**src/rtl/ltb_pkg.sv**
```systemverilog
package ltb_pkg;

  localparam int MAX_CLUSTERS = 1024;
  localparam int IDX_W = $clog2(MAX_CLUSTERS);
  localparam int CNT_W = IDX_W + 1;

  localparam logic [4:0] OP_NONE     = 5'd0;
  localparam logic [4:0] OP_LOAD     = 5'd1;
  localparam logic [4:0] OP_READ     = 5'd2;
  localparam logic [4:0] OP_READ_OUT = 5'd3;
  localparam logic [4:0] OP_CLEAR    = 5'd4;
  localparam logic [4:0] OP_LC_REQ   = 5'd5;
  localparam logic [4:0] OP_LC_SET   = 5'd6;
  localparam logic [4:0] OP_INIT     = 5'd7;
  localparam logic [4:0] OP_LINK_REQ = 5'd8;
  localparam logic [4:0] OP_LINK_WR  = 5'd9;
  localparam logic [4:0] OP_PAIR_REQ = 5'd10;
  localparam logic [4:0] OP_PAIR_CHK = 5'd11;
  localparam logic [4:0] OP_PAIR_HI  = 5'd12;
  localparam logic [4:0] OP_PAIR_LOW = 5'd13;
  localparam logic [4:0] OP_ROOT_REQ = 5'd14;
  localparam logic [4:0] OP_ROOT_WR  = 5'd15;
  localparam logic [4:0] OP_TOP_REQ  = 5'd16;
  localparam logic [4:0] OP_TOP_LOAD = 5'd17;
  localparam logic [4:0] OP_CAP_REQ  = 5'd18;
  localparam logic [4:0] OP_CAP_WR   = 5'd19;
  localparam logic [4:0] OP_FINISH   = 5'd20;

  localparam logic [2:0] ADDR_POINT_COUNT   = 3'd0;
  localparam logic [2:0] ADDR_MIN_LEAF_SIZE = 3'd4;

  typedef struct packed {
    logic        req_type;
    logic [20:0] parent_id;
    logic [20:0] child_id;
    logic [31:0] row_distance;
    logic [31:0] child_weight;
    logic        is_cluster_row;
    logic        last_row;
    logic [9:0]  read_index;
  } in_t;

  typedef struct packed {
    logic [9:0]  entry_index;
    logic [9:0]  parent_entry;
    logic [31:0] birth_distance;
    logic [31:0] death_distance;
    logic [31:0] leaf_size_low;
    logic [31:0] leaf_size_high;
    logic        in_range;
    logic        overflow_seen;
  } out_t;

  typedef struct packed {
    logic [4:0] op;
  } cmd_t;

  typedef struct packed {
    logic n_zero;
    logic init_last;
    logic link_last;
    logic pair_done;
    logic pair_skip;
    logic root_needed;
    logic cap_done;
    logic cap_last;
    logic clr_last;
  } sts_t;

endpackage

```
**src/rtl/ltb_ctrl.sv**
```systemverilog
module ltb_ctrl (
  input  logic          clk,
  input  logic          rst_n,
  input  logic          in_valid,
  input  logic          in_req_type,
  input  logic          in_last_row,
  input  logic          out_stall,
  input  ltb_pkg::sts_t sts,
  output ltb_pkg::cmd_t cmd,
  output logic          in_stall,
  output logic          out_valid
);

  localparam logic [4:0] S_CLEAR     = 5'd0;
  localparam logic [4:0] S_IDLE      = 5'd1;
  localparam logic [4:0] S_READ_OUT  = 5'd2;
  localparam logic [4:0] S_LC_REQ    = 5'd3;
  localparam logic [4:0] S_LC_SET    = 5'd4;
  localparam logic [4:0] S_INIT      = 5'd5;
  localparam logic [4:0] S_LINK_REQ  = 5'd6;
  localparam logic [4:0] S_LINK_WR   = 5'd7;
  localparam logic [4:0] S_PAIR_TEST = 5'd8;
  localparam logic [4:0] S_PAIR_REQ  = 5'd9;
  localparam logic [4:0] S_PAIR_CHK  = 5'd10;
  localparam logic [4:0] S_PAIR_HI   = 5'd11;
  localparam logic [4:0] S_PAIR_LOW  = 5'd12;
  localparam logic [4:0] S_ROOT_REQ  = 5'd13;
  localparam logic [4:0] S_ROOT_WR   = 5'd14;
  localparam logic [4:0] S_TOP_REQ   = 5'd15;
  localparam logic [4:0] S_TOP_LOAD  = 5'd16;
  localparam logic [4:0] S_CAP_REQ   = 5'd17;
  localparam logic [4:0] S_CAP_WR    = 5'd18;
  localparam logic [4:0] S_FINISH    = 5'd19;

  logic [4:0] state_r, state_nxt;
  logic       out_valid_r, out_valid_nxt;
  logic       accept;

  assign accept    = (state_r == S_IDLE) && in_valid && !out_valid_r;
  assign in_stall  = (state_r != S_IDLE) || out_valid_r;
  assign out_valid = out_valid_r;

  always_comb begin
    state_nxt = state_r;
    cmd.op    = ltb_pkg::OP_NONE;
    unique case (state_r)
      S_CLEAR: begin
        cmd.op = ltb_pkg::OP_CLEAR;
        if (sts.clr_last) state_nxt = S_IDLE;
      end
      S_IDLE: begin
        if (accept) begin
          if (in_req_type) begin
            cmd.op    = ltb_pkg::OP_READ;
            state_nxt = S_READ_OUT;
          end else begin
            cmd.op = ltb_pkg::OP_LOAD;
            if (in_last_row) state_nxt = S_LC_REQ;
          end
        end
      end
      S_READ_OUT: begin
        cmd.op    = ltb_pkg::OP_READ_OUT;
        state_nxt = S_IDLE;
      end
      S_LC_REQ: begin
        cmd.op    = ltb_pkg::OP_LC_REQ;
        state_nxt = S_LC_SET;
      end
      S_LC_SET: begin
        cmd.op    = ltb_pkg::OP_LC_SET;
        state_nxt = S_INIT;
      end
      S_INIT: begin
        cmd.op = ltb_pkg::OP_INIT;
        if (sts.init_last) state_nxt = sts.n_zero ? S_TOP_REQ : S_LINK_REQ;
      end
      S_LINK_REQ: begin
        cmd.op    = ltb_pkg::OP_LINK_REQ;
        state_nxt = S_LINK_WR;
      end
      S_LINK_WR: begin
        cmd.op    = ltb_pkg::OP_LINK_WR;
        state_nxt = sts.link_last ? S_PAIR_TEST : S_LINK_REQ;
      end
      S_PAIR_TEST: begin
        state_nxt = sts.pair_done ? S_TOP_REQ : S_PAIR_REQ;
      end
      S_PAIR_REQ: begin
        cmd.op    = ltb_pkg::OP_PAIR_REQ;
        state_nxt = S_PAIR_CHK;
      end
      S_PAIR_CHK: begin
        cmd.op    = ltb_pkg::OP_PAIR_CHK;
        state_nxt = sts.pair_skip ? S_PAIR_TEST : S_PAIR_HI;
      end
      S_PAIR_HI: begin
        cmd.op    = ltb_pkg::OP_PAIR_HI;
        state_nxt = S_PAIR_LOW;
      end
      S_PAIR_LOW: begin
        cmd.op    = ltb_pkg::OP_PAIR_LOW;
        state_nxt = sts.root_needed ? S_ROOT_REQ : S_PAIR_TEST;
      end
      S_ROOT_REQ: begin
        cmd.op    = ltb_pkg::OP_ROOT_REQ;
        state_nxt = S_ROOT_WR;
      end
      S_ROOT_WR: begin
        cmd.op    = ltb_pkg::OP_ROOT_WR;
        state_nxt = S_PAIR_TEST;
      end
      S_TOP_REQ: begin
        cmd.op    = ltb_pkg::OP_TOP_REQ;
        state_nxt = S_TOP_LOAD;
      end
      S_TOP_LOAD: begin
        cmd.op    = ltb_pkg::OP_TOP_LOAD;
        state_nxt = sts.cap_done ? S_FINISH : S_CAP_REQ;
      end
      S_CAP_REQ: begin
        cmd.op    = ltb_pkg::OP_CAP_REQ;
        state_nxt = S_CAP_WR;
      end
      S_CAP_WR: begin
        cmd.op    = ltb_pkg::OP_CAP_WR;
        state_nxt = sts.cap_last ? S_FINISH : S_CAP_REQ;
      end
      S_FINISH: begin
        cmd.op    = ltb_pkg::OP_FINISH;
        state_nxt = S_IDLE;
      end
      default: begin
        state_nxt = S_IDLE;
      end
    endcase
  end

  always_comb begin
    out_valid_nxt = out_valid_r;
    if (out_valid_r && !out_stall) out_valid_nxt = 1'b0;
    if (state_r == S_READ_OUT) out_valid_nxt = 1'b1;
  end

  always_ff @(posedge clk) begin
    if (!rst_n) begin
      state_r     <= S_CLEAR;
      out_valid_r <= 1'b0;
    end else begin
      state_r     <= state_nxt;
      out_valid_r <= out_valid_nxt;
    end
  end

endmodule

```
**config.mk**
```make
export PLATFORM = sky130hd
export DESIGN_NAME = ltb_ctrl
export DESIGN_NICKNAME = d
export VERILOG_FILES = /design/src/rtl/ltb_pkg.sv /design/src/rtl/ltb_ctrl.sv
export SDC_FILE = /design/constraint.sdc
export NUM_CORES = 1
export LEC_CHECK = 0
export ABC_CLOCK_PERIOD_IN_PS = 1400
export BUFFER_PORTS_ARGS = -buffer_cell sky130_fd_sc_hd__buf_2
export CAP_MARGIN = 20
export CELL_PAD_IN_SITES_DETAIL_PLACEMENT = 0
export CELL_PAD_IN_SITES_GLOBAL_PLACEMENT = 1
export CORE_ASPECT_RATIO = 0.8
export CORE_MARGIN = 1
export CORE_UTILIZATION = 30
export DETAILED_ROUTE_END_ITERATION = 12
export PLACE_DENSITY = 0.83
export SETUP_SLACK_MARGIN = 0.1
export SYNTH_ARGS = -nofsm -noshare
export SYNTH_HDL_FRONTEND = slang
export SYNTH_SLANG_ARGS = --single-unit
export TNS_END_PERCENT = 1
```
**constraint.sdc**
```tcl
create_clock -name clk -period 1.4 [get_ports clk]
set_clock_uncertainty 0.05 [all_clocks]
set_input_delay 0.21 -clock clk [delete_from_list [all_inputs] [get_ports clk]]
set_output_delay 0.21 -clock clk [all_outputs]
set_load 0.1 [all_outputs]
```
# Word-level counts from Yosys, hierarchy flattened
# Cells that the tools add are included.
[word_totals]
register_bits = 6
word_cells = 53
[op_classes]
n_reduce_logical = 9
eq_ne = 24
mux = 18
[op_table]
columns = ["cell", "n"]
rows = [
  ["$pmux 5 s19", 1],
  ["$pmux 5 s18", 1],
  ["$eq 5x4->1 const B", 8],
  ["$mux 5", 5],
  ["$eq 5x3->1 const B", 4],
  ["$eq 5x5->1 const B", 4],
  ["$eq 5x2->1 const B", 2],
  ["$mux 2", 5],
  ["$mux 4", 2],
  ["$mux 3", 2],
  ["$ne 2x2->1 const B", 3],
  ["$eq 5x1->1 const B", 1],
  ["$logic_not 5->1", 1],
  ["$ne 5x1->1 const B", 1],
  ["$reduce_and 4->1", 1],
  ["$logic_and 1x1->1", 3],
  ["$ne 3x3->1 const B", 1],
  ["$logic_not 1->1", 2],
  ["$mux 1", 2],
  ["$reduce_bool 2->1", 1],
  ["$logic_or 1x1->1", 1],
]

# Depth between registers and ports, before layout
# Gate-level depths: netlist of run 1.
[logic_depth]
word_depth = 5
depth_mapped = 6

# Worst setup path before layout of run 1
# No wires, ideal clock.
[synth_timing]
path_kind = "reg-to-output"
start = "register state_r[1]"
end = "output port cmd[2] (netlist name)"
slack_ns = -1.777
path_stages_with_launch = 6
path_buffers = 2
arrival_time_ns = 2.917
cell_sequence = "dfxtp_1 buf_2 buf_2 o21ai_0 a21oi_1 o21ai_0"
[synth_rtl]
columns = ["element", "line", "source"]
rows = [
  ["start: declaration", "ltb_ctrl.sv:35", "logic [4:0] state_r, state_nxt;"],
  ["start signal: assignment", "ltb_ctrl.sv:150", "state_r <= state_nxt;"],
  ["end: declaration", "ltb_ctrl.sv:9", "output ltb_pkg::cmd_t cmd,"],
]

==> metrics.md, run 1 <==
| Metric | Value |
|---|---|
| Crit Path Class | reg2out |
| Clock period minus worst slack | about 1.8 ns |
| Ys Warns | 0 |
| Row Count | 15 |
| Number of global-route vias before repair | ~890 |
| Post-synth EDFFs | 0 |
| CTS tree | yes |
| DRC | 0 |
| Routed Antenna Nets | 0 |
| Crit share post-route | 1.30 |
| Status | finished, violations left |
| Reg-to-reg endpoint | state_r[3] |
| WL/cell | around 15 µm |
| Final WS setup | -0.424 ns |
| Total Routed Length | around 2600 µm |
| Total CTS buffers | 3 |
| IR drop worst, VDD | roughly 2000 µV |
| # setup viols final | 10 |
| Chip width | roughly 55 µm |
| Critical Path Sink | cmd[1] |
| Cell area after synthesis | between 600 and 700 µm² |
| Routability cong. | 0.971 |
| Ys async rst share | 0 |
| DR iter-0 viols | 19 |
| Number of unique standard cell types used by synthesis | 40 |
| CP startpoint kind | flip-flop |
| I/O pin cnt | 22 |
| DPL Wire Length | approximately 2100 µm |
| Largest net degree at the start of global routing | 13 |
| Sequential area share after synthesis | 0.176 |
| R2r worst-path depth | 5 |
| Hold-fix buffers, CTS | 0 |
| Clock transition at path regs | around 0.050 ns |
| Area grow syn2layout | 99.6% |
| Clock latency on the worst-skew pair | about 0.25 ns |
| HP Class | in2reg |
| Crit Path Max Fanout | 7 |
| Reg2reg start | state_r[1] |
| Initial DRT Pass Iterations | 4 |
| Mapped Cells | 98 |
| Avg Vias per Cell | ~5.4 |
| Post-synth net total | 113 |
| First-pass GRT wire length | roughly 4200 µm |
| Floorplan Core Area | 2160 µm² |
| Clock Sinks | 6 |
| # H-tree levels | 1 |
| Initial Util | 0.317 |
| Worst-Margin Slew | ~0.33 ns |
| Total Routing Usage GR | 0.225 |
| Die Y-Extent | roughly 45 µm |
| Slew margin rel. | 0.782 |
| RSZ-0062 raised after global routing | true |
| Grt total ovfl | 0 |
| Failing checks | setup timing |
| CTS Buffer Depth | 2 |
| Prevailing post-synth register cell | dfxtp_1 |
| Fin nets | 170 |
| Vias | 960 |
| Inst Count DP | ~180 |
| PortBufs | 21 |
| Fmax achieved | 548 MHz |
| Setup bufs post-CTS | 0 |
| Power Density | around 2300 nW/µm² |
| Share of cells above drive strength 1 | 0.627 |
| Root Buffer Master | clkbuf_4 |
| Critical Path RT | 1.14 ns |
| Pins over their slew limit | 0 |
| Critical Path Start | state_r[2] |
| Register bit total from synthesis | 6 |
| Die area | 2470 µm² |
| Setup slack, reg-to-reg | -0.17 ns |
| CP endpoint kind | output port |
| Leakage | 0.579 nW |
| Mapped Avg Cell Area | 6.97 µm² |
| Hold Slack | 0.186 ns |
| # diodes | 0 |
| Final hold vios | 0 |
| Arrival time worst endpoint | roughly 1.6 ns |
| Max Cap Violations | 0 |
| Layout Cells excl Fill | approximately 180 |
| Antenna violations before repair | 0 |
-- final cells by class --
type / instances / area, µm²
fill: 187 / 795
clock buffer: 3 / 22.5
tap: 25 / 31.3
inverter: 5 / 18.8
multi-input combinational: 78 / 634
timing repair buffer: 61 / 528
sequential: 6 / 129
-- critical path: stages (launching register included) --
cell      delay, ns
dfxtp_4        0.37
or3b_4         0.39
o21ai_2        0.07
a21boi_2       0.08
o221ai_4       0.19
buf_12         0.20
-- state kept, by name, summed over array words and instances (netlist names) --
| signal | cells |
|---|---|
| out_valid | 1 |
| state_r | 5 |
-- metal layers --
layer | track usage | part of all wire
met2 | 0.414 | 0.51
met4 | 0.0550 | 0.0088
met5 | 0 | 0
met1 | 0.289 | 0.45
met3 | 0.0205 | 0.027
-- synth_stat cells, drive strengths merged (2+ instances only) --
library cell	count	share of area
dfxtp	6	0.18
nor3	3	0.022
inv	5	0.027
a21boi	4	0.044
o21ai	6	0.044
a31oi	2	0.018
o22ai	2	0.018
buf	8	0.068
nand2	8	0.044
nand3	6	0.044
o211ai	3	0.033
nor2b	7	0.064
nor4b	2	0.035
a21oi	6	0.049
nand2b	3	0.027
nand3b	2	0.022
nor2	7	0.042
-- worst min-delay path by stage --
stage,end,from,cells after the start
2_1_floorplan,out_valid,rst_n,1
3_3_place_gp,out_valid,out_stall,3
3_5_place_dp,state_r[2],rst_n,2
4_1_cts,state_r[2],rst_n,2
5_1_grt,state_r[2],rst_n,2
6_report,state_r[2],rst_n,2
-- power by group --
part           switching [mW]  leakage (nW)  internal (mW)  total [mW]
Sequential             0.0663        0.0513          0.228       0.294
Combinational            1.47         0.514           1.18        2.65
Clock                  0.0748        0.0138         0.0978       0.173
-- layout by cell type, fill, tap and decap left out, drive strengths merged, types with 2 or more instances in the layout --
master | Yosys | final
clkbuf | 1 | 3
a31oi | 2 | 2
nor3 | 3 | 3
nand3 | 6 | 6
dfxtp | 6 | 6
o211ai | 3 | 3
a21boi | 4 | 4
o21ai | 6 | 6
nand3b | 2 | 2
a21oi | 6 | 6
nand2 | 8 | 8
nor2b | 7 | 7
nand2b | 3 | 3
nor4b | 2 | 2
inv | 5 | 5
nor2 | 7 | 7
o22ai | 2 | 2
buf | 8 | 61
-- per-stage QoR --
| stage | total power, mW | utilization | area, µm² | setup WS [ns] | TNS (ns) |
|---|---|---|---|---|---|
| final | 3.11 | 0.632 | 1360 | -0.424 | -2.39 |
| after global routing | 3.26 | 0.632 | 1360 | -0.482 | -3.03 |
| after CTS | 3.07 | 0.621 | 1340 | -0.418 | -2.31 |
| after detailed placement | 2.82 | 0.579 | 1250 | -0.306 | -1.85 |
| after global placement | 2.77 | 0.579 | 1250 | -0.202 | -1.21 |
| after floorplan | 1.85 | - | 782 | -0.437 | -2.37 |
-- what timing repair did --
action	in CTS	in global routing
pin swaps	9	0
endpoints found under the hold margin	0	0
gates resized for setup	24	6
setup endpoints to repair	13	13
-- cells by family after synthesis --
logic type / Yosys count / share of synthesized area
AOI/OAI and AO/OA: 34 / 0.357
buffers and inverters: 14 / 0.101
DFF: 6 / 0.176
and+or+nand+nor: 44 / 0.366
(Power assumes the default switching activity.)
==> inputs of run 2 (changes only) <==
Settings changed: ABC_CLOCK_PERIOD_IN_PS 1400 to 1800, CORE_UTILIZATION 30 to 34, PLACE_DENSITY 0.83 to 0.88, SLEW_MARGIN set to 0.
Clock period 1.4 ns to 1.8 ns, I/O delays scaled along.
==> metrics.md, run 2 (synthesized netlist as in run 1, its figures left out) <==
| Metric | Value |
|---|---|
| Status | finished, violations left |
| Failing checks | setup timing |
| Power share of the clock group | 0.059 (+0.004) |
| # setup viols final | 3 (-7) |
| Met1 Resource Use GR | 0.319 (+0.0295) |
| Floorplan Core Area | 1890 µm² (-12%) |
| Routability cong. | 0.916 (-5.7%) |
| Final WS setup | -0.122 ns (+0.302 ns) |
| Critical Path RT | 1.48 ns (+0.34 ns) |
| Largest net degree at the start of global routing | 19 (+6) |
| CP endpoint kind | output port |
| Number of global-route vias before repair | 761 (-15%) |
| Row Count | 14 (-1) |
| Antenna violations before repair | 0 (unchanged) |
| Clock Sinks | 6 (unchanged) |
| Hold-fix buffers, CTS | 0 (unchanged) |
| Reg2reg start | state_r[3] |
| Arrival time worst endpoint | 1.60 ns (+0.04 ns) |
| CP startpoint kind | flip-flop |
| Vias | 888 (-7.5%) |
| Share of cells above drive strength 1 | 0.504 (-0.124) |
| CTS Buffer Depth | 2 (unchanged) |
| Fin nets | 146 (-14%) |
| Logic pwr share | 0.835 (-0.015) |
| DRC | 0 (unchanged) |
| Routed Antenna Nets | 0 (unchanged) |
| RSZ-0062 raised after global routing | true |
| PortBufs | 21 (unchanged) |
| Fmax achieved | around 520 MHz |
| Clock transition at path regs | 0.05 ns (about the same) |
| Reg-to-reg endpoint | state_r[1] |
| Most crowded layer after global routing | met1 |
| Leakage | 0.460 nW (-21%) |
| Clock latency on the worst-skew pair | 0.24 ns (about the same) |
| Final hold vios | 0 (unchanged) |
| Initial Util | 0.361 (+0.0446) |
| Max reg flops | 5 (unchanged) |
| Crit Path Max Fanout | 7 (unchanged) |
| Root Buffer Master | clkbuf_4 |
| Top reg by flops | state_r |
| Worst-Margin Slew | 0.486 ns (+0.161 ns) |
| Max Cap Violations | 0 (unchanged) |
| Endpoint, Worst Hold | out_valid |
| DPL Wire Length | 1520 µm (-29%) |
| Total Routing Usage GR | 0.211 (-0.0144) |
| Die area | 2190 µm² (-11%) |
| Commonest non-fill, non-tap cell in the layout | buf_2 |
| Seq pwr share | 0.106 (+0.011) |
| Power Density | 1870 nW/µm² (-18%) |
| R2r worst-path depth | 7 (+2) |
| Crit share post-route | 1.07 |
| Initial DRT Pass Iterations | 4 (unchanged) |
| Hold Crit Depth | 2 (unchanged) |
| Total Routed Length | 2140 µm (-18%) |
| First-pass GRT wire length | 3510 µm (-17%) |
| CTS tree | yes |
| GRT met2 Usage | 0.315 (-0.0991) |
| Area grow syn2layout | 69.2% |
| # H-tree levels | 1 (unchanged) |
| P_sw | 1.18 mW (-27%) |
| Int Pwr | 0.980 mW (-35%) |
| HP Class | in2reg |
| DR iter-0 viols | 36 (+17) |
| Fin util | 0.611 (-0.0208) |
| Setup slack, reg-to-reg | 0.17 ns (+0.34 ns) |
| Grt total ovfl | 0 (unchanged) |
| Met3 GRT Util | 0.0326 (+0.0121) |
| Avg Vias per Cell | 5.80 (+7.6%) |
| Dpl ws | 0.0592 ns (+0.365 ns) |
| Chip width | 52.1 µm (-5.8%) |
| IR drop worst, VDD | 1980 µV (-2.8%) |
| Pins over their slew limit | 0 (unchanged) |
| Hold wc startpoint | rst_n |
| Clock period minus worst slack | 1.92 ns |
| Die Y-Extent | 42.1 µm (-5.8%) |
| Commonest cells after routing, fill and taps aside | buf_2 (15), buf_4 (12), buf_12 (8) |
| WL/cell | 14.0 µm (-4.7%) |
| # diodes | 0 (unchanged) |
| Slew margin rel. | 0.673 (-0.109) |
| I/O pin cnt | 22 (unchanged) |
| Sw Share | 0.546 (+0.0284) |
| Total CTS buffers | 3 (unchanged) |
| Crit Path Class | reg2out |
## run 2: changes by cell type in the layout (fill, tap and decap cells not counted), moves of 2 or more
cell     delta
buf_12      +2
nor3_2      -2
buf_6       -6
inv_1       +2
buf_4      -21
nor3_1      +2
inv_2       -2
dfxtp_2     -2
## run 2: metal layers
metal | wire length (µm) | vias to the layer above
met5 | 0 | -
met4 | 0 | 0
met3 | 158 | 0
met2 | 1010 | 45
met1 | 967 | 415
li1 | - | 428
## run 2: repair_timing
item	CTS	global route
pin swaps	5	4
resized for setup	12	3
endpoints found under the hold margin	0	0
setup buffers	4	2
setup endpoints to repair	7	9
## run 2: power groups by stage
stage / Clock [mW] / Combinational, mW / Sequential, mW
5_1_grt: 0.133 / 1.90 / 0.237
3_5_place_dp: 0 / 1.70 / 0.220
4_1_cts: 0.129 / 1.77 / 0.228
6_report: 0.127 / 1.80 / 0.230
3_3_place_gp: 0 / 1.69 / 0.215
2_1_floorplan: 0 / 1.24 / 0.204
## run 2: layout make-up
class / count / area, µm²
Inverter: 5 / 18.8
Multi-Input combinational cell: 78 / 607
Clock buffer: 3 / 22.5
Sequential cell: 6 / 130
Timing Repair Buffer: 37 / 348
Fill cell: 166 / 736
Tap cell: 24 / 30.0
## run 2: metrics by stage
step           hold slack [ns]  power [mW]  TNS, ns  instance area (µm²)  std cells
2_1_floorplan            0.348        1.44   -0.331                  782         98
3_3_place_gp             0.471        1.90        0                 1050        144
3_5_place_dp             0.472        1.92        0                 1050        144
4_1_cts                  0.225        2.13   -0.241                 1130        151
5_1_grt                  0.245        2.27   -0.435                 1160        153
6_report                 0.226        2.16   -0.240                 1160        153
## run 2: worst max path at each step
| stage | startpoint | end | slack, ns | cells past startpoint |
|---|---|---|---|---|
| 2_1_floorplan | state_r[4] | cmd[1] | -0.1 | 5 |
| 3_3_place_gp | state_r[3] | cmd[0] | 0.07 | 6 |
| 3_5_place_dp | state_r[3] | cmd[0] | 0.06 | 6 |
| 4_1_cts | state_r[3] | cmd[0] | -0.11 | 6 |
| 5_1_grt | state_r[3] | cmd[0] | -0.18 | 6 |
| 6_report | state_r[3] | cmd[0] | -0.12 | 6 |
## run 2: worst max-delay path: stages, from the launching register on
cell and delay [ns]:
dfxtp_4 0.35, buf_12 0.13, nor2_4 0.09, nor4b_4 0.24, nand2_1 0.14, o22ai_4 0.21
buf_12 0.19
